### src/design/ssui_pkg.sv
// Package for the sorted set union / intersection block.
// Holds the sizing constants, op and status codes and the controller state type.
// No dependencies.
package ssui_pkg;

  // set geometry
  localparam int CAPACITY = 16;
  localparam int VALUE_W  = 16;
  localparam int ADDR_W   = (CAPACITY > 1) ? $clog2(CAPACITY) : 1;
  localparam int CNT_W    = $clog2(CAPACITY + 1);
  localparam int TOT_W    = $clog2(2 * CAPACITY + 1);

  // fixed field widths on the ports
  localparam int OP_W     = 2;
  localparam int STATUS_W = 3;
  localparam int ELEM_W   = 16;
  localparam int COUNT_W  = 6;

  typedef enum logic [OP_W-1:0] {
    OP_INSERT    = 2'd0,
    OP_UNION     = 2'd1,
    OP_INTERSECT = 2'd2,
    OP_CLEAR     = 2'd3
  } ssui_op_e;

  typedef enum logic [STATUS_W-1:0] {
    STAT_ADDED   = 3'd0,
    STAT_PRESENT = 3'd1,
    STAT_FULL    = 3'd2,
    STAT_QUERY   = 3'd3,
    STAT_CLEARED = 3'd4
  } ssui_status_e;

  typedef enum logic [2:0] {
    ST_IDLE,
    ST_SEARCH,
    ST_SHIFT,
    ST_WRITE,
    ST_RESP,
    ST_COUNT,
    ST_EMIT
  } ssui_state_e;

endpackage

### src/design/ssui_ram.sv
// Generic single-write, single-read RAM with a registered read port.
// No dependencies; contents are undefined until written.
module ssui_ram #(
  parameter int WIDTH = 16,
  parameter int DEPTH = 16
) (
  input  logic                                     clk_i,
  input  logic                                     we_i,
  input  logic [((DEPTH > 1) ? $clog2(DEPTH) : 1)-1:0] waddr_i,
  input  logic [WIDTH-1:0]                         wdata_i,
  input  logic [((DEPTH > 1) ? $clog2(DEPTH) : 1)-1:0] raddr_i,
  output logic [WIDTH-1:0]                         rdata_o
);

  logic [WIDTH-1:0] mem_q [DEPTH];
  logic [WIDTH-1:0] rdata_q;

  // write port and registered read
  always_ff @(posedge clk_i) begin
    if (we_i) begin
      mem_q[waddr_i] <= wdata_i;
    end
    rdata_q <= mem_q[raddr_i];
  end

  assign rdata_o = rdata_q;

endmodule

### src/design/sorted_set_union_intersection.sv
// Top level of the sorted set union / intersection block.
// Depends on ssui_pkg and two ssui_ram instances (one per set).
//
//  channel  | dir | tdata (low bit up)                      | tuser              | tlast
//  s_axis   | in  | op[1:0], value[17:2], zero pad to 24    | target_set         | -
//  m_axis   | out | element[15:0], set_count[21:16], pad 24 | status[2:0], empty | last
//
// Insert: a search from the lowest entry, then a shift that moves each larger entry up by
// one, then a write and a response state, paced by the single read and write port of the
// set memory. Union/intersection: a counting walk, then an emitting walk, one memory read
// per pointer per cycle; an empty result goes straight to the response state.
// Clear resets the set count when the request is taken, then responds.
// Output stalls hold the emitting walk; a new request is taken while the last result waits.
// Reset clears the set counts and the controller; set memories need no clearing pass.
module sorted_set_union_intersection
  import ssui_pkg::*;
(
  input  logic        clk_i,
  input  logic        rst_ni,
  input  logic        s_axis_tvalid_i,
  output logic        s_axis_tready_o,
  input  logic [23:0] s_axis_tdata_i,   // op[1:0], value[17:2], zero pad
  input  logic        s_axis_tuser_i,   // target_set
  output logic        m_axis_tvalid_o,
  input  logic        m_axis_tready_i,
  output logic [23:0] m_axis_tdata_o,   // element[15:0], set_count[21:16], zero pad
  output logic [3:0]  m_axis_tuser_o,   // status[2:0], empty_result[3]
  output logic        m_axis_tlast_o
);

  localparam logic [CNT_W-1:0] CapCnt = CNT_W'(CAPACITY);

  ssui_state_e state_q, state_d;
  logic               union_q, union_d;
  logic               tgt_q, tgt_d;
  logic [VALUE_W-1:0] val_q, val_d;
  logic [CNT_W-1:0]   idx_q, idx_d;
  logic [CNT_W-1:0]   pos_q, pos_d;
  logic [CNT_W-1:0]   ma_q, ma_d, mb_q, mb_d;
  logic [TOT_W-1:0]   tot_q, tot_d, emit_q, emit_d;
  logic [CNT_W-1:0]   cnt_a_q, cnt_a_d, cnt_b_q, cnt_b_d;
  ssui_status_e       rsp_status_q, rsp_status_d;
  logic [COUNT_W-1:0] rsp_cnt_q, rsp_cnt_d;
  logic               rsp_empty_q, rsp_empty_d;

  logic               out_vld_q, out_vld_d;
  ssui_status_e       out_status_q, out_status_d;
  logic [ELEM_W-1:0]  out_elem_q, out_elem_d;
  logic [COUNT_W-1:0] out_cnt_q, out_cnt_d;
  logic               out_empty_q, out_empty_d;
  logic               out_last_q, out_last_d;

  logic               in_accept, out_free;
  ssui_op_e           in_op;
  logic               we_a, we_b, wen;
  logic [ADDR_W-1:0]  waddr, raddr_a, raddr_b;
  logic [VALUE_W-1:0] wdata, rd_a, rd_b, rd_t;
  logic [CNT_W-1:0]   cur_n;

  // merge walk step
  logic               am, bm, hit, adv_a, adv_b, done;
  logic [VALUE_W-1:0] elem;

  // search decision
  logic [CNT_W-1:0]   pos_sel;
  logic               decide;

  assign in_accept       = s_axis_tvalid_i && s_axis_tready_o;
  assign s_axis_tready_o = (state_q == ST_IDLE);
  assign out_free        = !out_vld_q || m_axis_tready_i;
  assign in_op           = ssui_op_e'(s_axis_tdata_i[OP_W-1:0]);
  assign cur_n           = tgt_q ? cnt_b_q : cnt_a_q;
  assign rd_t            = tgt_q ? rd_b : rd_a;

  // set memories
  ssui_ram #(.WIDTH(VALUE_W), .DEPTH(CAPACITY)) u_ram_a (
    .clk_i  (clk_i),
    .we_i   (we_a),
    .waddr_i(waddr),
    .wdata_i(wdata),
    .raddr_i(raddr_a),
    .rdata_o(rd_a)
  );

  ssui_ram #(.WIDTH(VALUE_W), .DEPTH(CAPACITY)) u_ram_b (
    .clk_i  (clk_i),
    .we_i   (we_b),
    .waddr_i(waddr),
    .wdata_i(wdata),
    .raddr_i(raddr_b),
    .rdata_o(rd_b)
  );

  assign we_a = wen && !tgt_q;
  assign we_b = wen && tgt_q;

  // read addresses follow the next pointer so data lines up with the current one
  always_comb begin
    if (state_d == ST_COUNT || state_d == ST_EMIT) begin
      raddr_a = ma_d[ADDR_W-1:0];
      raddr_b = mb_d[ADDR_W-1:0];
    end else begin
      raddr_a = idx_d[ADDR_W-1:0];
      raddr_b = idx_d[ADDR_W-1:0];
    end
  end

  // one step of the two-pointer walk over A and B
  always_comb begin
    am    = (ma_q < cnt_a_q);
    bm    = (mb_q < cnt_b_q);
    hit   = 1'b0;
    adv_a = 1'b0;
    adv_b = 1'b0;
    done  = 1'b0;
    elem  = rd_a;
    if (am && bm) begin
      if (rd_a == rd_b) begin
        hit   = 1'b1;
        adv_a = 1'b1;
        adv_b = 1'b1;
      end else if (rd_a < rd_b) begin
        hit   = union_q;
        adv_a = 1'b1;
      end else begin
        hit   = union_q;
        adv_b = 1'b1;
        elem  = rd_b;
      end
    end else if (am && union_q) begin
      hit   = 1'b1;
      adv_a = 1'b1;
    end else if (bm && union_q) begin
      hit   = 1'b1;
      adv_b = 1'b1;
      elem  = rd_b;
    end else begin
      done = 1'b1;
    end
  end

  // next state and datapath control
  always_comb begin
    state_d      = state_q;
    union_d      = union_q;
    tgt_d        = tgt_q;
    val_d        = val_q;
    idx_d        = idx_q;
    pos_d        = pos_q;
    ma_d         = ma_q;
    mb_d         = mb_q;
    tot_d        = tot_q;
    emit_d       = emit_q;
    cnt_a_d      = cnt_a_q;
    cnt_b_d      = cnt_b_q;
    rsp_status_d = rsp_status_q;
    rsp_cnt_d    = rsp_cnt_q;
    rsp_empty_d  = rsp_empty_q;
    out_vld_d    = out_vld_q && !m_axis_tready_i;
    out_status_d = out_status_q;
    out_elem_d   = out_elem_q;
    out_cnt_d    = out_cnt_q;
    out_empty_d  = out_empty_q;
    out_last_d   = out_last_q;
    wen          = 1'b0;
    waddr        = idx_q[ADDR_W-1:0];
    wdata        = rd_t;
    pos_sel      = cur_n;
    decide       = 1'b0;

    unique case (state_q)
      ST_IDLE: begin
        if (in_accept) begin
          tgt_d   = s_axis_tuser_i;
          val_d   = s_axis_tdata_i[OP_W +: VALUE_W];
          union_d = (in_op == OP_UNION);
          idx_d   = '0;
          ma_d    = '0;
          mb_d    = '0;
          tot_d   = '0;
          unique case (in_op)
            OP_INSERT: state_d = ST_SEARCH;
            OP_CLEAR: begin
              if (s_axis_tuser_i) begin
                cnt_b_d = '0;
              end else begin
                cnt_a_d = '0;
              end
              rsp_status_d = STAT_CLEARED;
              rsp_cnt_d    = '0;
              rsp_empty_d  = 1'b0;
              state_d      = ST_RESP;
            end
            OP_UNION, OP_INTERSECT: state_d = ST_COUNT;
            default: state_d = ST_IDLE;
          endcase
        end
      end

      ST_SEARCH: begin
        if (idx_q >= cur_n) begin
          pos_sel = cur_n;
          decide  = 1'b1;
        end else if (rd_t == val_q) begin
          rsp_status_d = STAT_PRESENT;
          rsp_cnt_d    = COUNT_W'(cur_n);
          rsp_empty_d  = 1'b0;
          state_d      = ST_RESP;
        end else if (val_q < rd_t) begin
          pos_sel = idx_q;
          decide  = 1'b1;
        end else begin
          idx_d = idx_q + 1'b1;
        end
        // position known: drop when full, else shift or write directly
        if (decide) begin
          pos_d = pos_sel;
          if (cur_n >= CapCnt) begin
            rsp_status_d = STAT_FULL;
            rsp_cnt_d    = COUNT_W'(cur_n);
            rsp_empty_d  = 1'b0;
            state_d      = ST_RESP;
          end else if (pos_sel == cur_n) begin
            state_d = ST_WRITE;
          end else begin
            idx_d   = cur_n - 1'b1;
            state_d = ST_SHIFT;
          end
        end
      end

      // move entry idx up by one, walking down to the insert position
      ST_SHIFT: begin
        wen   = 1'b1;
        waddr = ADDR_W'(idx_q + 1'b1);
        wdata = rd_t;
        if (idx_q == pos_q) begin
          state_d = ST_WRITE;
        end else begin
          idx_d = idx_q - 1'b1;
        end
      end

      ST_WRITE: begin
        wen   = 1'b1;
        waddr = pos_q[ADDR_W-1:0];
        wdata = val_q;
        if (tgt_q) begin
          cnt_b_d = cur_n + 1'b1;
        end else begin
          cnt_a_d = cur_n + 1'b1;
        end
        rsp_status_d = STAT_ADDED;
        rsp_cnt_d    = COUNT_W'(cur_n + 1'b1);
        rsp_empty_d  = 1'b0;
        state_d      = ST_RESP;
      end

      ST_RESP: begin
        if (out_free) begin
          out_vld_d    = 1'b1;
          out_status_d = rsp_status_q;
          out_elem_d   = '0;
          out_cnt_d    = rsp_cnt_q;
          out_empty_d  = rsp_empty_q;
          out_last_d   = 1'b1;
          state_d      = ST_IDLE;
        end
      end

      // first walk: size the result
      ST_COUNT: begin
        if (done) begin
          if (tot_q == '0) begin
            rsp_status_d = STAT_QUERY;
            rsp_cnt_d    = '0;
            rsp_empty_d  = 1'b1;
            state_d      = ST_RESP;
          end else begin
            ma_d    = '0;
            mb_d    = '0;
            emit_d  = '0;
            state_d = ST_EMIT;
          end
        end else begin
          tot_d = tot_q + TOT_W'(hit);
          ma_d  = ma_q + CNT_W'(adv_a);
          mb_d  = mb_q + CNT_W'(adv_b);
        end
      end

      // second walk: emit each element, held while the output stalls
      ST_EMIT: begin
        if (out_free && !done) begin
          ma_d = ma_q + CNT_W'(adv_a);
          mb_d = mb_q + CNT_W'(adv_b);
          if (hit) begin
            out_vld_d    = 1'b1;
            out_status_d = STAT_QUERY;
            out_elem_d   = ELEM_W'(elem);
            out_cnt_d    = COUNT_W'(tot_q);
            out_empty_d  = 1'b0;
            out_last_d   = (emit_q + 1'b1 == tot_q);
            emit_d       = emit_q + 1'b1;
            if (emit_q + 1'b1 == tot_q) begin
              state_d = ST_IDLE;
            end
          end
        end
      end

      default: state_d = ST_IDLE;
    endcase
  end

  // control registers
  always_ff @(posedge clk_i or negedge rst_ni) begin
    if (!rst_ni) begin
      state_q   <= ST_IDLE;
      cnt_a_q   <= '0;
      cnt_b_q   <= '0;
      out_vld_q <= 1'b0;
    end else begin
      state_q   <= state_d;
      cnt_a_q   <= cnt_a_d;
      cnt_b_q   <= cnt_b_d;
      out_vld_q <= out_vld_d;
    end
  end

  // payload and walk registers
  always_ff @(posedge clk_i) begin
    union_q      <= union_d;
    tgt_q        <= tgt_d;
    val_q        <= val_d;
    idx_q        <= idx_d;
    pos_q        <= pos_d;
    ma_q         <= ma_d;
    mb_q         <= mb_d;
    tot_q        <= tot_d;
    emit_q       <= emit_d;
    rsp_status_q <= rsp_status_d;
    rsp_cnt_q    <= rsp_cnt_d;
    rsp_empty_q  <= rsp_empty_d;
    out_status_q <= out_status_d;
    out_elem_q   <= out_elem_d;
    out_cnt_q    <= out_cnt_d;
    out_empty_q  <= out_empty_d;
    out_last_q   <= out_last_d;
  end

  assign m_axis_tvalid_o = out_vld_q;
  assign m_axis_tdata_o  = {2'b00, out_cnt_q, out_elem_q};
  assign m_axis_tuser_o  = {out_empty_q, out_status_q};
  assign m_axis_tlast_o  = out_last_q;

  // set counts stay within capacity
  assert property (@(posedge clk_i) disable iff (!rst_ni)
    (cnt_a_q <= CapCnt) && (cnt_b_q <= CapCnt))
    else $error("set count above capacity");

  // memories are written only by the shift and the final insert write
  assert property (@(posedge clk_i) disable iff (!rst_ni)
    wen |-> (state_q == ST_SHIFT || state_q == ST_WRITE))
    else $error("set memory written outside an insert");

  // a shift never moves an entry from outside the filled range
  assert property (@(posedge clk_i) disable iff (!rst_ni)
    (state_q == ST_SHIFT) |-> (idx_q < cur_n) && (idx_q >= pos_q))
    else $error("shift source out of range");

  // the emitting walk never passes the counted size
  assert property (@(posedge clk_i) disable iff (!rst_ni)
    (state_q == ST_EMIT) |-> (emit_q < tot_q) && !done)
    else $error("emit walk ran past the result size");

endmodule

### config.mk
export PLATFORM = sky130hd
export DESIGN_NAME = sorted_set_union_intersection
export DESIGN_NICKNAME = d
export VERILOG_FILES = /design/src/design/ssui_pkg.sv /design/src/design/ssui_ram.sv /design/src/design/sorted_set_union_intersection.sv
export SDC_FILE = /design/constraint.sdc
export NUM_CORES = 1
export LEC_CHECK = 0
export BUFFER_PORTS_ARGS = -buffer_cell sky130_fd_sc_hd__buf_2
export CAP_MARGIN = 30
export CORE_MARGIN = 2
export CORE_UTILIZATION = 60
export CTS_CLUSTER_SIZE = 28
export DETAILED_ROUTE_END_ITERATION = 10
export PLACE_DENSITY = 0.74
export SLEW_MARGIN = 20
export SYNTH_ARGS = -nofsm -noshare
export SYNTH_HDL_FRONTEND = slang
export SYNTH_HIERARCHICAL = 1
export SYNTH_SLANG_ARGS = --single-unit
export TNS_END_PERCENT = 10
### constraint.sdc
create_clock -name clk_i -period 7.9 [get_ports clk_i]
set_input_delay 0.79 -clock clk_i [delete_from_list [all_inputs] [get_ports clk_i]]
set_output_delay 0.79 -clock clk_i [all_outputs]
set_load 0.02 [all_outputs]
==> results of run 1 <==
## state kept, by name, indices dropped and copies added (netlist names), 5 cells and up
register / count
idx_q: 5
out_cnt_q: 6
u_ram_b/rdata_o: 16
out_elem_q: 16
u_ram_a/rdata_o: 16
u_ram_a/mem_q: 256
cnt_a_q: 5
cnt_b_q: 5
emit_q: 6
pos_q: 5
tot_q: 6
val_q: 16
mb_q: 5
u_ram_b/mem_q: 256
ma_q: 5
rsp_cnt_q: 6
## final cells by class
class,count,area (um2)
sequential,645,18900
clock inverter,31,324
timing repair buffer,135,992
fill,2795,13700
tap,592,741
multi-input combinational,813,7750
clock buffer,84,1750
antenna,2,5.00
inverter,48,180
## placed cells by master, fill, tap and decap left out, types with 11 or more instances in the layout
cell type and n:
ha_1 56, clkinv_1 19, a21oi_1 36, nand2b_1 11
dfrtp_1 14, buf_2 52, mux4_2 108, edfxtp_1 587
and2_1 11, nor2b_1 13, nand2_1 100, dfxtp_1 44
xor2_1 16, mux2i_1 40, a21oi_2 12, nand3_1 27
clkbuf_1 16, inv_1 44, o21ai_0 23, nor2_1 110
mux4_1 20, a22oi_1 69, clkbuf_16 67, xnor2_1 19
buf_4 72
## cell usage after synthesis, types with 3 or more instances
cell and instances:
nand2b_1 11, and2_1 11, nor2_1 111, clkbuf_1 42, mux2i_1 44, nand4_1 10, o21ai_1 4, buf_1 8
a22oi_1 69, a21o_1 8, dfrtp_1 14, o21a_1 6, buf_6 10, nand2_1 100, inv_1 44, o211ai_1 5
a31oi_1 5, xor2_1 16, dfxtp_1 44, o22ai_1 7, mux2_2 10, nand3_1 27, mux4_2 108, nand3b_1 5
xnor2_1 19, buf_2 5, a21oi_1 52, o21ai_0 23, edfxtp_1 587, mux4_1 20, buf_4 10, nor3_1 17
nor2b_1 13, ha_1 56, and3_1 5, clkinv_1 3
## path summary, 6_finish.rpt
kind / from / to / slack [ps] / cells past startpoint
min in group clk_i: s_axis_tdata_i[5] / val_q[3]$_DFFE_PP_ / 380 / 1
min: rst_ni / m_axis_tvalid_o$_DFF_PN0_ / 100 / 1
min reg2reg: cnt_a_q[3]$_DFFE_PN0P_ / cnt_a_q[3]$_DFFE_PN0P_ / 510 / 1
max reg2reg: tgt_q$_DFFE_PP_ / u_ram_a/rdata_o[8]$_DFF_P_ / 1140 / 16
max in group asynchronous: rst_ni / cnt_a_q[0]$_DFFE_PN0P_ / 7550 / 1
max: tgt_q$_DFFE_PP_ / u_ram_a/rdata_o[8]$_DFF_P_ / 1140 / 16
## report_power, final
| part | internal [uW] | switching, uW |
|---|---|---|
| Combinational | 2270 | 3430 |
| Clock | 1790 | 1240 |
| Sequential | 4710 | 306 |
## cells by family after synthesis
kind of cell               after synthesis
adders and majority gates               57
DFF                                    645
xor gates and xnor gates                36
other                                    1
AOI/OAI and AO/OA                      206
buffers and inverters                  123
and+or+nand+nor                        327
muxes                                  185
## through the flow
| step | std cells | util | power [uW] | hold WS [ps] | setup WS, ps |
|---|---|---|---|---|---|
| 6_report | 2350 | 0.691 | 13700 | 97.2 | 1140 |
| 4_1_cts | 2342 | 0.688 | 13700 | 82.9 | 1250 |
| 3_5_place_dp | 2227 | 0.642 | 10600 | 501 | 1320 |
| 2_1_floorplan | 1581 | - | 8700 | 479 | 2870 |
| 5_1_grt | 2348 | 0.690 | 14300 | 113 | 805 |
| 3_3_place_gp | 2224 | 0.641 | 10400 | 490 | 1240 |
## per-layer routing
layer	wire (um)	share of wire	vias up	global-route usage
met5	23	0.00036	-	0
met4	1850	0.029	4	0.0984
met3	5700	0.090	117	0.0473
met2	30300	0.48	731	0.433
met1	25300	0.40	7649	0.391
li1	-	-	6492	-
## worst max-delay path, cell delays in order (launching register included)
cell	delay, ps
edfxtp_1	890
buf_4	320
mux2i_1	300
ha_1	300
a21oi_1	180
o21ai_1	180
a221oi_4	430
nand4_1	470
a31oi_1	540
nand3b_2	280
mux2i_1	180
a221oi_1	860
mux2i_4	460
buf_4	390
mux4_2	330
a22oi_1	360
nand2_1	120
==> results.cfg, run 1 <==
[cts]
post_cts_resized = 0
cts-root-buf = clkbuf_16
cts_tree = built
numCtsBuffers = 66
path_clk_slew_ps = 60
h-tree-depth = 3
cts_setup_buffers = 0
cts.sinks = 645
clk_latency_ps = 590
clockBufferDepth = 3
ctsHoldBuffers = 0

[synth]
yosysWarnings = 6
synth_compound_area_frac = 0.0533
ys_ff_latch = 645
synth_flop_cell = edfxtp_1
synth_top_family_by_area = multiplexers
synth_adder_area_share = 0.0264
ys_seq_area_frac = 0.698
syn_area_per_cell_um2 = 17.1
synthSimpleGateAreaFrac = 0.0563
synth_edf_count = 587
async_reset_ff_frac = 0.0217
synth_mux_area_frac = 0.132
syn_inst = 1580
synthXorXnorAreaFrac = 0.0120
synth_top_area_share = 0.653
synth_top_area_cell = edfxtp_1
ys_top_cells_by_area = edfxtp_1 (65%), mux4_2 (9.0%), dfxtp_1 (3.3%)
synth_cell_types = 75
netlist_area_mm2 = 0.0270

[global_route]
grt_pass1_wl_um = 93300
grt_usage = 0.274
gr-total-overflow = 0
grt_pass1_vias = 14830
grt_max_degree = 35
antenna_found_initial = 3

[critical_path]
worst-setup-path-type = reg2reg
endpoint_kind = flip-flop
start_kind = flip-flop
critical_path.max_fanout = 24
arrival_ps = 7210
cp.required_ps = 8350

[route]
wl_per_cell_um = 26.9
drt_wl_total_um = 63200
drc = 0
antenna_left = 0
drt-initial-drc-count = 1988
first_pass_iters = 6
vias = 14993
avgViaCountPerCell = 6.38

[cells_and_area]
area_growth_pct = 13.3
final_area_mm2 = 0.0306
nets = 1794
drive_gt1_frac = 0.223

[power]
irDropWorstVdd_mv = 0.236
p_leak_uw = 0.0105
power.density_mw_per_mm2 = 449

[timing]
finClkSkew_ps = 20.1
hold_viol_final = 0
fin_crit_sh = 0.855
tightest_slew_ps = 993
rsz0062_at_grt = false
max_slew_margin = 0.338
setup_viol = 0
slew_viol_final = 0
setup_tns_ps = 0
fmax_ghz = 0.148
fin_crit_ps = 6760

[die]
initial_core_util = 0.609
die_width_um = 216
rows = 77
die_h_um = 216
core_area_mm2 = 0.0443
io_pins = 60
die_area_mm2 = 0.0467

[place]
portBuffers = 51
gp_congestion = 0.894
dp_hpwl_um = 39300
dpl_cell_area_mm2 = 0.0284

[job]
cap_violations = 0

[run_status]
status = finished, final reports clean

[hold_path]
min_path_type = in2async
Power figures use the tool's default switching activity.
==> run 2, diff against run 1 <==
--- a/config.mk
+++ b/config.mk
@@ -11,7 +11,7 @@
 export CORE_UTILIZATION = 60
 export CTS_CLUSTER_SIZE = 28
 export DETAILED_ROUTE_END_ITERATION = 10
-export PLACE_DENSITY = 0.74
+export PLACE_DENSITY = 0.77
 export SLEW_MARGIN = 20
 export SYNTH_ARGS = -nofsm -noshare
 export SYNTH_HDL_FRONTEND = slang
==> run 2 against run 1 <==
Sequential power about the same. Total power increased by 0.47%. First-iteration DRC count increased by 3.5%. Critical path depth increased by 2. Global-route usage decreased by 0.11 points. Die area unchanged. Combinational power decreased by 2%. Final area increased by 0.29%. Clock power increased by 6%. Largest cell class unchanged. Largest power group unchanged.
==> results.cfg, run 2 (same netlist as run 1, synthesis figures left out) <==
[cells_and_area]
final_area_mm2 = 0.0307
n_antenna_cell = 0
layout_common_cells = edfxtp_1 (587), nor2_1 (110), mux4_2 (108)
layout.cells.most_common = edfxtp_1
drive_gt1_frac = 0.233
num-fill-cells = 2733
area_growth_pct = 13.7
top_regs = u_ram_a/mem_q x256, u_ram_b/mem_q x256
nets = 1780

[place]
gp_congestion = 0.907
dpl_cell_area_mm2 = 0.0284
dp_hpwl_um = 38300
portBuffers = 51

[critical_path]
cp_cell_sequence = buf_4 -> mux2i_4 -> inv_1 -> ha_1 -> nor2b_1 -> o21ai_0 -> a311oi_1 -> nand4_1 -> a31oi_1 -> o41ai_2 -> a31o_1 -> a21boi_2 -> buf_4 -> mux2i_4 -> buf_4 -> mux4_1 -> a22oi_1 -> nand2_1
worst-setup-path-type = reg2reg
r2r-start = tgt_q$_DFFE_PP_
endpoint_kind = flip-flop
cp.required_ps = 8400
crit_top_cell = buf_4
crit_start = tgt_q$_DFFE_PP_
arrival_ps = 7170
crit_slowest_cell = mux2i_4
start_kind = flip-flop
critical_path.max_fanout = 29
cp_slowest_stage_delay_ps = 750

[timing]
slew_viol_final = 0
fin_crit_sh = 0.845
fmax_ghz = 0.150
setup_viol = 0
setup_tns_ps = 0
rsz0062_at_grt = false
max_slew_margin = 0.349
finClkSkew_ps = 39.3
fin_crit_ps = 6670
timing.hold.ws_ps = 52.9
hold_viol_final = 0
tightest_slew_ps = 977

[cts]
clockBufferDepth = 3
cts-root-buf = clkbuf_16
post_cts_resized = 0
clk_latency_ps = 640
cts_tree = built
h-tree-depth = 2
path_clk_slew_ps = 60
ctsHoldBuffers = 0
cts.sinks = 645
numCtsBuffers = 61
cts_setup_buffers = 0

[die]
io_pins = 60
initial_core_util = 0.609
die_h_um = 216
die_width_um = 216
core_area_mm2 = 0.0443
rows = 77
die_area_mm2 = 0.0467

[route]
wl_per_cell_um = 26.6
first_pass_iters = 6
vias = 15117
antenna_left = 0
drc = 0
avgViaCountPerCell = 6.46
drt_wl_total_um = 62300
drt-initial-drc-count = 2058

[global_route]
grt_usage = 0.273
grt_pass1_wl_um = 93500
antenna_found_initial = 0
grt_max_degree = 65
grt_pass1_vias = 15051
gr-total-overflow = 0

[power]
power.density_mw_per_mm2 = 450
p_leak_uw = 0.0106
p_total_uw = 13800
irDropWorstVdd_mv = 0.384

[job]
cap_violations = 0

[hold_path]
min_path_type = in2async

[run_status]
status = finished, final reports clean
## run 2: cell count changes in the layout (fill, tap and decap cells not counted), sizes merged
cell      previous run  this run
clkbuf              85        73
buf                134       126
bufinv               7        13
clkinvlp             1         5
clkinv              23        25
diode                2         0
## run 2: stage by stage
stage	util	std cells	setup slack, ps
6_report	0.692	2340	1230
5_1_grt	0.692	2340	804
3_3_place_gp	0.639	2217	1390
3_5_place_dp	0.640	2219	1340
2_1_floorplan	-	1581	2870
4_1_cts	0.691	2335	1290
## run 2: report_power, final
group	leakage [uW]	switching [uW]	internal, uW	total, uW
clock network	0.00110	1280	1930	3210
logic	0.00359	3420	2180	5600
registers	0.00588	288	4700	4990
## run 2: final timing paths
kind	end	slack [ps]	depth (start not counted)
max in group asynchronous	cnt_b_q[3]$_DFFE_PN0P_	7580	1
hold reg to reg	cnt_a_q[1]$_DFFE_PN0P_	520	1
setup / recovery	u_ram_b/rdata_o[3]$_DFF_P_	1230	18
hold / removal	m_axis_tvalid_o$_DFF_PN0_	50	1
min in group clk_i	val_q[13]$_DFFE_PP_	330	1
setup reg to reg	u_ram_b/rdata_o[3]$_DFF_P_	1230	18
## run 2: layout make-up
type | instances | area [um2] | area share
clock buffers | 73 | 1650 | 0.0538
clock inverters | 43 | 607 | 0.0198
inverters | 48 | 180 | 0.00587
multi-input cells | 813 | 7740 | 0.252
flip-flops and latches | 645 | 18900 | 0.614
well taps | 592 | 741 | 0.0241
repair buffers | 126 | 916 | 0.0298
## run 2: metal layers
layer,share of wire,wire length (um),vias up,track usage
met5,0,0,-,0
met4,0.030,1850,0,0.0941
met2,0.49,30300,836,0.437
met1,0.39,24100,7698,0.382
met3,0.096,5990,110,0.0533
li1,-,-,6473,-
## run 2: critical path: cells and delay by family (launching register included)
family,cells,cell delay [ps]
muxes,3,1850
adders and majority gates,1,320
and+or+nand+nor,3,660
DFF,1,320
buffers and inverters,4,1390
AOI/OAI and AO/OA,7,1960
==> run 3, diff against run 2 <==
==> constraint.sdc (replaced) <==
create_clock -name clk_i -period 6.7 [get_ports clk_i]
set_input_delay 0.67 -clock clk_i [delete_from_list [all_inputs] [get_ports clk_i]]
set_output_delay 0.67 -clock clk_i [all_outputs]
set_load 0.02 [all_outputs]
==> run 3 against run 2 <==
Maximum frequency is 11% higher. Sequential share of layout area is 0.14 points higher. Global-route usage increased by 0.61 points. Non-clock buffer count increased by 12. Final cell count increased by 0.60%. Setup slack lost 520 ps. Register-to-register slack worse by 520 ps. Final area shrank 0.23%. Via count rose by 0.46%. Sequential cell count unchanged. Routed wire length is 2.3% higher. Sequential power up 18%.
==> results.cfg, run 3 (same netlist as run 1, synthesis figures left out) <==
[hold_path]
hp-start = s_axis_tdata_i[13]
min_path_type = in2reg

[global_route]
grt_usage = 0.279
grt_pass1_wl_um = 95500
gr-total-overflow = 0
gr-usage-met3 = 0.0543
grt_max_degree = 65
grt_pass1_vias = 15367
globalRouteMet2Util = 0.450
top_usage_layer = met2
antenna_found_initial = 0
grtUsageMet1 = 0.387

[route]
vias = 15186
drt_wl_total_um = 63700
drc = 0
first_pass_iters = 5
antenna_left = 0
avgViaCountPerCell = 6.45
drt-initial-drc-count = 1789
wl_per_cell_um = 27.1

[critical_path]
cp_cell_sequence = buf_8 -> buf_4 -> mux2i_1 -> ha_1 -> nor2b_1 -> o211ai_1 -> a21oi_1 -> o31ai_1 -> a21oi_1 -> or3_1 -> a31o_1 -> a21boi_2 -> mux2i_4 -> buf_12 -> buf_4 -> mux4_1 -> a22oi_1 -> nand2_1
start_kind = flip-flop
worst-setup-path-type = reg2reg
ff2ff_path_depth = 18
cp.required_ps = 7160
reg2reg_slack_ps = 710
crit_slowest_cell = edfxtp_1
setup.worst_path.end = u_ram_b/rdata_o[4]$_DFF_P_
crit_start = tgt_q$_DFFE_PP_
critical_path.max_fanout = 18
cp_slowest_stage_delay_ps = 670
r2r-end = u_ram_b/rdata_o[4]$_DFF_P_
arrival_ps = 6450
endpoint_kind = flip-flop
r2r-start = tgt_q$_DFFE_PP_

[cells_and_area]
top_regs = u_ram_a/mem_q x256, u_ram_b/mem_q x256
area_growth_pct = 13.4
layout.cells.most_common = edfxtp_1
final_core_util = 0.691
finalNonFillerCells = 2354
layout_common_cells = edfxtp_1 (587), nor2_1 (110), mux4_2 (108)
nets = 1797
num-fill-cells = 2721
n_antenna_cell = 0
drive_gt1_frac = 0.228

[cts]
cts_tree = built
numCtsBuffers = 66
cts.sinks = 645
h-tree-depth = 3
path_clk_slew_ps = 60
cts-root-buf = clkbuf_16
clockBufferDepth = 3
clk_latency_ps = 600

[die]
die_h_um = 216
die_area_mm2 = 0.0467
core_area_mm2 = 0.0443
die_width_um = 216
initial_core_util = 0.609
io_pins = 60
rows = 77

[power]
intPower_uw = 10200
clkPwrFrac = 0.218
power_frac_comb = 0.417
power.density_mw_per_mm2 = 528
irDropWorstVdd_mv = 0.400
p_switching_uw = 5960
p_sw_frac = 0.369
seqPwrFrac = 0.366
p_leak_uw = 0.0105

[timing]
fin_crit_ps = 5990
fin_crit_sh = 0.894
tightest_slew_ps = 1010
max_slew_margin = 0.325
hold_viol_final = 0
setup_tns_ps = 0
setup_viol = 0
setup_ws_ps = 709
timing.hold.ws_ps = 246
slew_viol_final = 0
fmax_ghz = 0.167
rsz0062_at_grt = false
finClkSkew_ps = 20.0

[place]
portBuffers = 51
post-place-ws_ps = 988
dp_cells = 2227
gp_congestion = 0.926
dp_hpwl_um = 38400

[run_status]
status = finished, final reports clean

[job]
cap_violations = 0
## run 3: cell types whose count changed in the layout (fill, tap and decap cells not counted), moves of 2 or more
| cell | delta |
|---|---|
| a21oi_2 | -2 |
| clkinv_8 | +2 |
| clkbuf_16 | +6 |
| clkbuf_8 | -8 |
| clkinv_4 | -2 |
| clkbuf_1 | +10 |
| buf_4 | +7 |
| a21oi_4 | +2 |
| inv_6 | +3 |
| clkinv_1 | +9 |
| bufinv_16 | -9 |
| buf_6 | +2 |
| clkinv_2 | -6 |
## run 3: layout make-up
| class | count | area, um2 | share of cell area |
|---|---|---|---|
| sequential | 645 | 18900 | 0.616 |
| multi-input combinational | 813 | 7750 | 0.253 |
| clock buffer | 81 | 1730 | 0.0565 |
| timing repair buffer | 138 | 1040 | 0.0338 |
| tap | 592 | 741 | 0.0242 |
| clock inverter | 37 | 324 | 0.0106 |
| inverter | 48 | 180 | 0.00588 |
## run 3: what timing repair did
action                                  4_1_cts  5_1_grt
buffers inserted                              0        0
endpoints found under the setup margin        0        0
hold endpoints to repair                     14        0
gates resized for setup                       0        0
hold buffers                                  1        0
## run 3: critical path, delay by kind of cell (launching register included)
family	cells	cell delay, ps
AOI/OAI and AO/OA	7	1840
muxes	3	1350
buffers and inverters	4	960
DFF	1	670
and+or+nand+nor	3	670
adders and majority gates	1	320
## run 3: power by group through the flow
stage / Combinational, uW / Clock (uW) / Sequential, uW
3_5_place_dp: 6480 / 0 / 5980
4_1_cts: 6570 / 3560 / 5910
3_3_place_gp: 6270 / 0 / 5970
5_1_grt: 7180 / 3700 / 5940
2_1_floorplan: 4400 / 0 / 5860
6_report: 6730 / 3520 / 5910
## run 3: worst min-delay path by stage
stage                                        end  slack (ps)  cells after the start
after CTS                     val_q[8]$_DFFE_PP_         220                      1
after global placement    cnt_a_q[4]$_DFFE_PN0P_         490                      1
final                        val_q[11]$_DFFE_PP_         250                      1
after floorplan           cnt_a_q[0]$_DFFE_PN0P_         370                      0
after detailed placement  cnt_a_q[1]$_DFFE_PN0P_         500                      1
after global routing         val_q[10]$_DFFE_PP_         230                      1
## run 3: per-stage QoR
stage | area [um2] | total power [uW]
after floorplan | 27000 | 10300
after global placement | 28400 | 12200
after detailed placement | 28400 | 12500
after CTS | 30500 | 16000
after global routing | 30600 | 16800
final | 30600 | 16200
## run 3: metal layers
layer	up-vias	wire length, um
li1	6497	-
met1	7722	24700
met2	849	30900
met3	118	6170
met4	0	1980
met5	-	0
